`src/hw/rtl/suf_pkg.sv`:
```
`default_nettype none
// ----------------------------------------------------------------------------
// suf_pkg: shared types and constants
// Register map, fixed field widths, smoothstep constants and the command and
// status structures between the controller and the datapath.
// ----------------------------------------------------------------------------
package suf_pkg;

  // Configuration port
  localparam int CFG_INDEX_W = 2;
  localparam int CFG_DATA_W  = 24;

  localparam logic [CFG_INDEX_W-1:0] CFG_RECOVERY_LENGTH = 2'd0;
  localparam logic [CFG_INDEX_W-1:0] CFG_DECAY_GAIN      = 2'd1;

  // Register widths and reset values
  localparam int RLEN_W = 12;
  localparam int GAIN_W = 24;

  localparam logic [RLEN_W-1:0] RLEN_RESET = 12'd480;
  localparam logic [GAIN_W-1:0] GAIN_RESET = 24'd16696926;

  localparam logic [RLEN_W-1:0] MIN_FADE_FRAMES = 12'd8;

  // Blend weight is Q1.16: 17 bits cover 0 .. 1.0 inclusive.
  localparam int WEIGHT_FRAC = 16;
  localparam int WEIGHT_W    = 17;
  localparam int POLY_W      = 18;

  // 3.0 in Q2.16, the constant term of 3 - 2x.
  localparam logic [POLY_W-1:0] POLY_THREE = 18'd196608;

  // One quotient bit per step: the integer bit plus the 16 fraction bits.
  localparam int DIV_STEPS = 17;
  localparam int DIV_CNT_W = 5;

  typedef enum logic [3:0] {
    OP_NONE,
    OP_LOAD,
    OP_DECAY_L,
    OP_DECAY_R,
    OP_DECAY_END,
    OP_DIV,
    OP_SQUARE,
    OP_POLY,
    OP_BLEND_L,
    OP_BLEND_R,
    OP_BLEND_END,
    OP_EMIT
  } op_e;

  typedef enum logic [1:0] {
    PATH_CLEAR,
    PATH_STARVE,
    PATH_PASS,
    PATH_FADE
  } path_e;

  typedef struct packed {
    op_e op;
  } cmd_t;

  typedef struct packed {
    path_e path;
    logic  out_free;
  } status_t;

endpackage
`default_nettype wire

```
`src/hw/rtl/suf_ctrl.sv`:
```
`default_nettype none
// ----------------------------------------------------------------------------
// suf_ctrl: frame sequencer
// Accepts one item at a time, steps the datapath through decay or through
// divide, weight and blend, and hands the result to the output register.
// ----------------------------------------------------------------------------
module suf_ctrl (
  input  wire logic             clk_i,
  input  wire logic             rst_ni,
  input  wire logic             in_valid_i,
  output logic                  in_ready_o,
  input  wire suf_pkg::status_t status_i,
  output suf_pkg::cmd_t         cmd_o
);

  typedef enum logic [3:0] {
    ST_IDLE,
    ST_DECAY_L,
    ST_DECAY_R,
    ST_DECAY_END,
    ST_DIV,
    ST_SQUARE,
    ST_POLY,
    ST_BLEND_L,
    ST_BLEND_R,
    ST_BLEND_END,
    ST_FINISH
  } state_e;

  state_e                        state_q;
  logic                          ready_q;
  logic [suf_pkg::DIV_CNT_W-1:0] cnt_q;
  logic                          accept;

  assign accept     = in_valid_i & ready_q;
  assign in_ready_o = ready_q;

  always_comb begin
    case (state_q)
      ST_IDLE:      cmd_o.op = accept ? suf_pkg::OP_LOAD : suf_pkg::OP_NONE;
      ST_DECAY_L:   cmd_o.op = suf_pkg::OP_DECAY_L;
      ST_DECAY_R:   cmd_o.op = suf_pkg::OP_DECAY_R;
      ST_DECAY_END: cmd_o.op = suf_pkg::OP_DECAY_END;
      ST_DIV:       cmd_o.op = suf_pkg::OP_DIV;
      ST_SQUARE:    cmd_o.op = suf_pkg::OP_SQUARE;
      ST_POLY:      cmd_o.op = suf_pkg::OP_POLY;
      ST_BLEND_L:   cmd_o.op = suf_pkg::OP_BLEND_L;
      ST_BLEND_R:   cmd_o.op = suf_pkg::OP_BLEND_R;
      ST_BLEND_END: cmd_o.op = suf_pkg::OP_BLEND_END;
      ST_FINISH:    cmd_o.op = status_i.out_free ? suf_pkg::OP_EMIT : suf_pkg::OP_NONE;
      default:      cmd_o.op = suf_pkg::OP_NONE;
    endcase
  end

  always_ff @(posedge clk_i or negedge rst_ni) begin
    if (!rst_ni) begin
      state_q <= ST_IDLE;
      ready_q <= 1'b1;
      cnt_q   <= '0;
    end else begin
      case (state_q)
        ST_IDLE: begin
          if (accept) begin
            case (status_i.path)
              suf_pkg::PATH_CLEAR: begin
                state_q <= ST_IDLE;
              end
              suf_pkg::PATH_STARVE: begin
                state_q <= ST_DECAY_L;
                ready_q <= 1'b0;
              end
              suf_pkg::PATH_PASS: begin
                state_q <= ST_FINISH;
                ready_q <= 1'b0;
              end
              suf_pkg::PATH_FADE: begin
                state_q <= ST_DIV;
                ready_q <= 1'b0;
                cnt_q   <= suf_pkg::DIV_CNT_W'(suf_pkg::DIV_STEPS - 1);
              end
              default: begin
                state_q <= ST_IDLE;
              end
            endcase
          end
        end
        ST_DECAY_L:   state_q <= ST_DECAY_R;
        ST_DECAY_R:   state_q <= ST_DECAY_END;
        ST_DECAY_END: state_q <= ST_FINISH;
        ST_DIV: begin
          if (cnt_q == '0) begin
            state_q <= ST_SQUARE;
          end else begin
            cnt_q <= cnt_q - 1'b1;
          end
        end
        ST_SQUARE:    state_q <= ST_POLY;
        ST_POLY:      state_q <= ST_BLEND_L;
        ST_BLEND_L:   state_q <= ST_BLEND_R;
        ST_BLEND_R:   state_q <= ST_BLEND_END;
        ST_BLEND_END: state_q <= ST_FINISH;
        ST_FINISH: begin
          // Wait here until the output register can take the result.
          if (status_i.out_free) begin
            state_q <= ST_IDLE;
            ready_q <= 1'b1;
          end
        end
        default: begin
          state_q <= ST_IDLE;
          ready_q <= 1'b1;
        end
      endcase
    end
  end

endmodule
`default_nettype wire

```
`src/hw/rtl/suf_datapath.sv`:
```
`default_nettype none
// ----------------------------------------------------------------------------
// suf_datapath: concealment state, shared multiplier and divider
// Holds the configuration registers, the starvation and fade state, a radix-2
// divider for the fade position and one shared registered multiplier for the
// decay, smoothstep and blend products, plus the output register.
// ----------------------------------------------------------------------------
module suf_datapath #(
  parameter int SAMPLE_BITS     = 24,
  parameter int MAX_FADE_FRAMES = 2048
) (
  input  wire logic                             clk_i,
  input  wire logic                             rst_ni,
  input  wire suf_pkg::cmd_t                    cmd_i,
  output suf_pkg::status_t                      status_o,
  input  wire logic                             cfg_valid_i,
  input  wire logic [suf_pkg::CFG_INDEX_W-1:0]  cfg_index_i,
  input  wire logic [suf_pkg::CFG_DATA_W-1:0]   cfg_data_i,
  input  wire logic                             mode_i,
  input  wire logic                             available_i,
  input  wire logic                             mark_break_i,
  input  wire logic signed [SAMPLE_BITS-1:0]    in_left_i,
  input  wire logic signed [SAMPLE_BITS-1:0]    in_right_i,
  input  wire logic                             out_ready_i,
  output logic                                  out_valid_o,
  output logic signed [SAMPLE_BITS-1:0]         out_left_o,
  output logic signed [SAMPLE_BITS-1:0]         out_right_o,
  output logic                                  episode_start_o
);

  localparam int SB = SAMPLE_BITS;
  localparam int LW = $clog2(MAX_FADE_FRAMES) + 1;
  localparam int MA = (SAMPLE_BITS + 1 > suf_pkg::POLY_W) ? SAMPLE_BITS + 1 : suf_pkg::POLY_W;
  localparam int PW = MA + suf_pkg::GAIN_W;

  // Configuration
  logic [suf_pkg::RLEN_W-1:0] rlen_q;
  logic [suf_pkg::GAIN_W-1:0] gain_q;

  // Concealment state
  logic          starving_q;
  logic          brk_q;
  logic [LW-1:0] fade_rem_q;
  logic [SB-1:0] held_l_q, held_r_q;
  logic [SB-1:0] start_l_q, start_r_q;

  // Working registers
  logic [SB-1:0]                 in_l_q, in_r_q;
  logic [SB-1:0]                 res_l_q, res_r_q;
  logic                          res_ep_q;
  logic [LW-1:0]                 len_q, rem_q;
  logic [suf_pkg::WEIGHT_W-1:0]  x_q, w_q;
  logic [PW-1:0]                 prod_q;

  // Output register
  logic          out_valid_q;
  logic [SB-1:0] out_l_q, out_r_q;
  logic          out_ep_q;

  // Frame decode
  logic [LW-1:0] eff_len, fr_new, progress;
  logic          brk_now, fade_begin;

  always_comb begin
    if (rlen_q < suf_pkg::MIN_FADE_FRAMES) begin
      eff_len = LW'(suf_pkg::MIN_FADE_FRAMES);
    end else if (32'(rlen_q) > 32'(MAX_FADE_FRAMES)) begin
      eff_len = LW'(MAX_FADE_FRAMES);
    end else begin
      eff_len = LW'(rlen_q);
    end
  end

  assign brk_now    = brk_q | mark_break_i;
  assign fade_begin = starving_q | brk_now;
  assign fr_new     = fade_begin ? eff_len : fade_rem_q;
  // A length shortened during a fade restarts progress at the first frame.
  assign progress   = (fr_new > eff_len) ? LW'(1) : eff_len - fr_new + LW'(1);

  always_comb begin
    if (mode_i) begin
      status_o.path = suf_pkg::PATH_CLEAR;
    end else if (!available_i) begin
      status_o.path = suf_pkg::PATH_STARVE;
    end else if (fr_new != '0) begin
      status_o.path = suf_pkg::PATH_FADE;
    end else begin
      status_o.path = suf_pkg::PATH_PASS;
    end
  end

  assign status_o.out_free = ~out_valid_q | out_ready_i;

  // Magnitudes for the sign-magnitude products (truncation toward zero).
  logic [SB-1:0] held_l_mag, held_r_mag;
  logic [SB:0]   diff_l, diff_r, diff_l_mag, diff_r_mag;

  assign held_l_mag = held_l_q[SB-1] ? SB'(-held_l_q) : held_l_q;
  assign held_r_mag = held_r_q[SB-1] ? SB'(-held_r_q) : held_r_q;
  assign diff_l     = {in_l_q[SB-1], in_l_q} - {start_l_q[SB-1], start_l_q};
  assign diff_r     = {in_r_q[SB-1], in_r_q} - {start_r_q[SB-1], start_r_q};
  assign diff_l_mag = diff_l[SB] ? (SB+1)'(-diff_l) : diff_l;
  assign diff_r_mag = diff_r[SB] ? (SB+1)'(-diff_r) : diff_r;

  // Shared multiplier operand select
  logic [MA-1:0]                 mul_a;
  logic [suf_pkg::GAIN_W-1:0]    mul_b;
  logic [suf_pkg::POLY_W-1:0]    poly;
  logic [suf_pkg::WEIGHT_W-1:0]  prod_hi;

  assign poly    = suf_pkg::POLY_THREE - {x_q, 1'b0};
  assign prod_hi = prod_q[suf_pkg::WEIGHT_FRAC +: suf_pkg::WEIGHT_W];

  always_comb begin
    case (cmd_i.op)
      suf_pkg::OP_DECAY_L: begin
        mul_a = MA'(held_l_mag);
        mul_b = gain_q;
      end
      suf_pkg::OP_DECAY_R: begin
        mul_a = MA'(held_r_mag);
        mul_b = gain_q;
      end
      suf_pkg::OP_SQUARE: begin
        mul_a = MA'(x_q);
        mul_b = suf_pkg::GAIN_W'(x_q);
      end
      suf_pkg::OP_POLY: begin
        mul_a = MA'(poly);
        mul_b = suf_pkg::GAIN_W'(prod_hi);
      end
      suf_pkg::OP_BLEND_L: begin
        mul_a = MA'(diff_l_mag);
        mul_b = suf_pkg::GAIN_W'(prod_hi);
      end
      suf_pkg::OP_BLEND_R: begin
        mul_a = MA'(diff_r_mag);
        mul_b = suf_pkg::GAIN_W'(w_q);
      end
      default: begin
        mul_a = '0;
        mul_b = '0;
      end
    endcase
  end

  // Product consumers
  logic [SB-1:0] dec_mag, dec_l, dec_r;
  logic [SB:0]   bl_mag;
  logic [SB-1:0] bl_l, bl_r;

  assign dec_mag = prod_q[suf_pkg::GAIN_W +: SB];
  assign dec_l   = held_l_q[SB-1] ? SB'(-dec_mag) : dec_mag;
  assign dec_r   = held_r_q[SB-1] ? SB'(-dec_mag) : dec_mag;
  assign bl_mag  = prod_q[suf_pkg::WEIGHT_FRAC +: SB+1];
  assign bl_l    = SB'({start_l_q[SB-1], start_l_q} + (diff_l[SB] ? (SB+1)'(-bl_mag) : bl_mag));
  assign bl_r    = SB'({start_r_q[SB-1], start_r_q} + (diff_r[SB] ? (SB+1)'(-bl_mag) : bl_mag));

  // Restoring divide step for floor(progress * 2^16 / length)
  logic          div_ge;
  logic [LW-1:0] div_rem;

  assign div_ge  = rem_q >= len_q;
  assign div_rem = div_ge ? rem_q - len_q : rem_q;

  always_ff @(posedge clk_i or negedge rst_ni) begin
    if (!rst_ni) begin
      rlen_q      <= suf_pkg::RLEN_RESET;
      gain_q      <= suf_pkg::GAIN_RESET;
      starving_q  <= 1'b0;
      brk_q       <= 1'b0;
      fade_rem_q  <= '0;
      held_l_q    <= '0;
      held_r_q    <= '0;
      start_l_q   <= '0;
      start_r_q   <= '0;
      out_valid_q <= 1'b0;
    end else begin
      if (cfg_valid_i) begin
        case (cfg_index_i)
          suf_pkg::CFG_RECOVERY_LENGTH: rlen_q <= cfg_data_i[suf_pkg::RLEN_W-1:0];
          suf_pkg::CFG_DECAY_GAIN:      gain_q <= cfg_data_i[suf_pkg::GAIN_W-1:0];
          default: ;
        endcase
      end

      if (cmd_i.op == suf_pkg::OP_EMIT) begin
        out_valid_q <= 1'b1;
      end else if (out_ready_i) begin
        out_valid_q <= 1'b0;
      end

      case (cmd_i.op)
        suf_pkg::OP_LOAD: begin
          if (mode_i) begin
            starving_q <= 1'b0;
            brk_q      <= 1'b0;
            fade_rem_q <= '0;
            held_l_q   <= '0;
            held_r_q   <= '0;
            start_l_q  <= '0;
            start_r_q  <= '0;
          end else if (!available_i) begin
            // A break mark seen while starving waits for the next live frame.
            starving_q <= 1'b1;
            brk_q      <= brk_now;
            fade_rem_q <= '0;
          end else begin
            starving_q <= 1'b0;
            brk_q      <= 1'b0;
            fade_rem_q <= (fr_new != '0) ? fr_new - 1'b1 : '0;
            if (fade_begin) begin
              start_l_q <= held_l_q;
              start_r_q <= held_r_q;
            end
          end
        end
        suf_pkg::OP_DECAY_R:   held_l_q <= dec_l;
        suf_pkg::OP_DECAY_END: held_r_q <= dec_r;
        suf_pkg::OP_EMIT: begin
          held_l_q <= res_l_q;
          held_r_q <= res_r_q;
        end
        default: ;
      endcase
    end
  end

  always_ff @(posedge clk_i) begin
    prod_q <= PW'(mul_a) * PW'(mul_b);
    case (cmd_i.op)
      suf_pkg::OP_LOAD: begin
        in_l_q   <= in_left_i;
        in_r_q   <= in_right_i;
        res_l_q  <= in_left_i;
        res_r_q  <= in_right_i;
        res_ep_q <= ~available_i & ~starving_q;
        rem_q    <= progress;
        len_q    <= eff_len;
      end
      suf_pkg::OP_DECAY_R:   res_l_q <= dec_l;
      suf_pkg::OP_DECAY_END: res_r_q <= dec_r;
      suf_pkg::OP_DIV: begin
        rem_q <= {div_rem[LW-2:0], 1'b0};
        x_q   <= {x_q[suf_pkg::WEIGHT_W-2:0], div_ge};
      end
      suf_pkg::OP_BLEND_L:   w_q     <= prod_hi;
      suf_pkg::OP_BLEND_R:   res_l_q <= bl_l;
      suf_pkg::OP_BLEND_END: res_r_q <= bl_r;
      suf_pkg::OP_EMIT: begin
        out_l_q  <= res_l_q;
        out_r_q  <= res_r_q;
        out_ep_q <= res_ep_q;
      end
      default: ;
    endcase
  end

  assign out_valid_o     = out_valid_q;
  assign out_left_o      = out_l_q;
  assign out_right_o     = out_r_q;
  assign episode_start_o = out_ep_q;

endmodule
`default_nettype wire

```
`src/hw/rtl/stereo_underrun_fade_recovery_core.sv`:
```
`default_nettype none
// ----------------------------------------------------------------------------
// stereo_underrun_fade_recovery_core: stereo underrun concealment
// Decays the last output while input is starved and crossfades back to live
// input with a smoothstep weight after starvation or a discontinuity mark.
//
//   Channel  Direction  Handshake              Payload
//   in       input      in_valid/in_ready      mode, available, mark_break,
//                                              in_left, in_right
//   out      output     out_valid/out_ready    out_left, out_right,
//                                              episode_start
//   cfg      input      cfg_valid/cfg_ready    cfg_index, cfg_data
//
// A clear command resets concealment state, a passed-through frame goes to
// output directly, a starved frame is decayed, and a fading frame runs the
// 17-step radix-2 divider, then four passes of the one shared multiplier.
// One frame is in work at a time; the output register holds a finished
// result while the next frame is accepted. Reset clears all concealment
// state and loads the default registers. cfg_ready is always high.
// ----------------------------------------------------------------------------
module stereo_underrun_fade_recovery_core #(
  parameter int SAMPLE_BITS     = 24,
  parameter int MAX_FADE_FRAMES = 2048
) (
  input  wire logic                             clk_i,
  input  wire logic                             rst_ni,
  input  wire logic                             in_valid_i,
  output logic                                  in_ready_o,
  input  wire logic                             mode_i,
  input  wire logic                             available_i,
  input  wire logic                             mark_break_i,
  input  wire logic signed [SAMPLE_BITS-1:0]    in_left_i,
  input  wire logic signed [SAMPLE_BITS-1:0]    in_right_i,
  output logic                                  out_valid_o,
  input  wire logic                             out_ready_i,
  output logic signed [SAMPLE_BITS-1:0]         out_left_o,
  output logic signed [SAMPLE_BITS-1:0]         out_right_o,
  output logic                                  episode_start_o,
  input  wire logic                             cfg_valid_i,
  output logic                                  cfg_ready_o,
  input  wire logic [suf_pkg::CFG_INDEX_W-1:0]  cfg_index_i,
  input  wire logic [suf_pkg::CFG_DATA_W-1:0]   cfg_data_i
);

  suf_pkg::cmd_t    cmd;
  suf_pkg::status_t status;

  assign cfg_ready_o = 1'b1;

  suf_ctrl u_ctrl (
    .clk_i      (clk_i),
    .rst_ni     (rst_ni),
    .in_valid_i (in_valid_i),
    .in_ready_o (in_ready_o),
    .status_i   (status),
    .cmd_o      (cmd)
  );

  suf_datapath #(
    .SAMPLE_BITS     (SAMPLE_BITS),
    .MAX_FADE_FRAMES (MAX_FADE_FRAMES)
  ) u_datapath (
    .clk_i           (clk_i),
    .rst_ni          (rst_ni),
    .cmd_i           (cmd),
    .status_o        (status),
    .cfg_valid_i     (cfg_valid_i),
    .cfg_index_i     (cfg_index_i),
    .cfg_data_i      (cfg_data_i),
    .mode_i          (mode_i),
    .available_i     (available_i),
    .mark_break_i    (mark_break_i),
    .in_left_i       (in_left_i),
    .in_right_i      (in_right_i),
    .out_ready_i     (out_ready_i),
    .out_valid_o     (out_valid_o),
    .out_left_o      (out_left_o),
    .out_right_o     (out_right_o),
    .episode_start_o (episode_start_o)
  );

endmodule
`default_nettype wire

```
`config.mk`:
```
export PLATFORM = sky130hd
export DESIGN_NAME = stereo_underrun_fade_recovery_core
export DESIGN_NICKNAME = d
export VERILOG_FILES = /design/src/hw/rtl/suf_pkg.sv /design/src/hw/rtl/suf_ctrl.sv /design/src/hw/rtl/suf_datapath.sv /design/src/hw/rtl/stereo_underrun_fade_recovery_core.sv
export SDC_FILE = /design/constraint.sdc
export NUM_CORES = 2
export LEC_CHECK = 0
export BUFFER_PORTS_ARGS = -buffer_cell sky130_fd_sc_hd__buf_4
export CAP_MARGIN = 15
export CORE_MARGIN = 2
export CORE_UTILIZATION = 45
export DETAILED_ROUTE_END_ITERATION = 8
export GPL_TIMING_DRIVEN = 0
export SLEW_MARGIN = 15
export SYNTH_ARGS = -nofsm -noshare
export SYNTH_HDL_FRONTEND = slang
export SYNTH_HIERARCHICAL = 1
export SYNTH_SLANG_ARGS = --single-unit
```
`constraint.sdc`:
```
create_clock -name clk_i -period 26.2 [get_ports clk_i]
set_input_delay 5.24 -clock clk_i [delete_from_list [all_inputs] [get_ports clk_i]]
set_output_delay 5.24 -clock clk_i [all_outputs]
set_load 0.01 [all_outputs]
```
==> qor.csv <==
metric,value,unit
status,"finished, final reports clean",
dominantRegCellSynth,edfxtp_1,
worstPathMaxFanout,10,
wl,175,mm
synth_top_area_share,22.5,%
finalInstanceArea,49600,um2
gr-total-overflow,0,
power_density,28.9,nW/um2
final_cell_mix,"inv_1 (758), nand2_1 (549), fa_1 (509)",
final_common_cell,inv_1,
postRouteAntennaNets,0,
gp_congestion,1.00,
synthCells,4965,
worstPathArrival,18.84,ns
crit_required,26.53,ns
holdWs,0.433,ns
worst_hold_path.endpoint,u_datapath/episode_start_o,
r2r_slack,11.99,ns
start_util,45.3,%
fp.dieArea,103000,um2
fp.dieW,321,um
dpl_cell_area,48200,um2
post_drt_wl_per_cell,26.9,um
rsz0062_at_grt,no,
syn_avg_cell_area,9.13,um2
peakVddDrop,0.0423,mV
clock_tree.root_cell,clkbuf_16,
cts_num_sinks,393,
cts.repair.resized,0,
fin_worst_skew,0.0375,ns
fill_cells,9640,
worstHoldStart,u_datapath/res_ep_q,
hold_path.class,register to register,
r2r-start,u_ctrl/state_q[0],
netSwitchingFraction,25.9,%
numCtsBuffers,41,
slew_headroom,17.7,%
crit_top_cell,fa_1,
setup_viol,0,
async_reset_ff_share,39.9,%
power_frac_comb,10.3,%
ys_ff_latch,393,
cts_setup_buffers,0,
synth_area_leader_cell,fa_1,
pwr-share-seq,47.6,%
finalPower,1.44,mW
die_y,321,um
num_vias,38900,
core_area,100000,um2
tritoncts,yes,
io_buffers,132,
drt-pass1-iter-count,6,
area_growth,9.37,%
num_rows,116,
synthesis.area,45300,um2
synth_warnings,6,
ioPinCount,134,
finalHoldViolCount,0,
drive_above_1_share,6.72,%
grt_max_degree,89,
reg2reg_depth,36,
period_share,70.7,%
fin_nets,6065,
grt_pass1_wl,256,mm
synth_cell_type_count,98,
grt_pass1_vias,37900,
seq_area_frac_synth,23.7,%
ctsHtreeMaxLevel,2,
insertion_delay,0.61,ns
via_per_inst,5.99,
clk_path_buf_depth,3,
power_leakage,22.2,nW
cp_slowest_stage_delay,0.87,ns
min_path_cells,0,
synth_edf_count,204,
postCtsHoldBufs,0,
post-route-drc-count,0,
grt.total_usage,33.9,%
crit_path_start_kind,input port,
dr.first_iter.drc_count,4372,
setup_tns,0,ns
report.final.slew_viol_count,0,
fmax,54.0,MHz
power_frac_clock,42.2,%
hpwl,141,mm
critical-path-slowest-cell,clkbuf_1,
antenna_found_initial,7,
fin_crit,18.51,ns
worstSetupPathType,input port to register,
clkTransAtPathRegs,0.06,ns
rr_endpoint,u_datapath/prod_q[33],
worst_slew_pin_slew,1.23,ns
power_switching,0.372,mW
end_kind,register,
cap_violations,0,
synth_area_leaders,"fa_1 (22%), edfxtp_1 (14%), ha_1 (8.7%)",
internal_power,1.06,mW
-- metrics by stage --
stage               setup slack [ns]  instances  utilization (%)
finish                          7.69       6495             49.6
global route                    7.49       6490             49.6
CTS                             8.18       6487             49.5
detailed placement              7.59       6412             48.2
global placement                6.53       6399             48.0
floorplan                      11.69       4969                -
-- Yosys cell counts (9+ instances only) --
cell type	count
nor3_1	77
o21ai_0	240
dfxtp_1	32
or4_1	13
mux2_2	41
clkbuf_1	214
fa_1	509
a221o_1	75
o21bai_1	15
a21oi_1	219
o22ai_1	18
nor2_1	293
o41ai_1	9
buf_1	12
ha_1	314
or2_2	18
mux2i_1	29
a22o_1	66
a222oi_1	11
edfxtp_1	204
nor4_1	20
or3_1	35
nand2b_1	39
xnor2_1	123
nand4_1	26
dfrtp_1	136
o21a_1	49
and3_1	30
nor2b_1	36
nand3_1	49
a31oi_1	61
and2_1	100
inv_1	759
a211oi_1	21
a22oi_1	14
a21o_1	54
o211ai_1	16
a21boi_0	20
nor3b_1	14
o31ai_1	31
xor2_1	169
a221oi_1	23
nand2_1	551
dfstp_2	21
-- layout make-up --
cell class | instances | area [um2] | area share (%)
sequential | 393 | 10700 | 21.6
clock inverter | 25 | 208 | 0.419
timing repair buffer | 148 | 1180 | 2.38
clock buffer | 50 | 1130 | 2.29
buffer | 236 | 917 | 1.85
inverter | 761 | 2860 | 5.77
multi-input combinational | 3579 | 30900 | 62.4
tap | 1298 | 1620 | 3.28
antenna | 5 | 12.5 | 0.0252
-- logic make-up after synthesis --
logic type,after synthesis,synth area share (%)
compound gates,1039,15.5
fa+ha+maj,824,31.2
mux,70,1.66
other cells,3,0.0248
simple gates,1347,14.0
flops,393,23.7
buf+inv,997,8.31
xor+xnor,292,5.64
-- per-layer routing --
metal / GRT usage [%] / wire length [um] / part of all wire, % / up-vias
met1: 47.4 / 73100 / 42 / 19500
met3: 7.79 / 17700 / 10 / 376
met2: 51.1 / 76000 / 44 / 1965
met4: 12.5 / 7670 / 4.4 / 2
li1: - / - / - / 17100
met5: 0 / 13 / 0.0074 / -
-- power groups by stage --
| stage | combinational [mW] | sequential (mW) | clock (mW) |
|---|---|---|---|
| floorplan | 0.0950 | 0.685 | 0 |
| global placement | 0.143 | 0.694 | 0 |
| detailed placement | 0.146 | 0.694 | 0 |
| CTS | 0.147 | 0.682 | 0.613 |
| global route | 0.164 | 0.683 | 0.638 |
| finish | 0.147 | 0.682 | 0.605 |
-- worst max-delay path, delay by kind of cell --
family          cells  cell delay [ns]
buf+inv            11             3.55
fa+ha+maj           8             3.62
compound gates      8             2.51
simple gates        9             3.84
-- sequential cells by signal, indices dropped and copies added (netlist names), 17 cells and up --
register / count
u_datapath/in_l_q: 24
u_datapath/gain_q: 24
u_datapath/start_r_q: 24
u_datapath/prod_q: 32
u_datapath/x_q: 17
u_datapath/out_left_o: 24
u_datapath/w_q: 17
u_datapath/start_l_q: 24
u_datapath/in_r_q: 24
u_datapath/out_right_o: 24
u_datapath/res_l_q: 24
u_datapath/res_r_q: 24
u_datapath/held_l_q: 24
u_datapath/held_r_q: 24
-- worst max-delay path by stage --
| stage | cells after the start | end | from | slack [ns] |
|---|---|---|---|---|
| 2_1_floorplan | 31 | u_datapath/prod_q[39] | out_ready_i | 11.69 |
| 3_3_place_gp | 33 | u_datapath/prod_q[33] | out_ready_i | 6.53 |
| 3_5_place_dp | 37 | u_datapath/prod_q[33] | out_ready_i | 7.59 |
| 4_1_cts | 37 | u_datapath/prod_q[33] | out_ready_i | 8.18 |
| 5_1_grt | 37 | u_datapath/prod_q[33] | out_ready_i | 7.49 |
| 6_report | 36 | u_datapath/prod_q[33] | out_ready_i | 7.69 |
No activity file was read; power rests on OpenSTA's default activity.
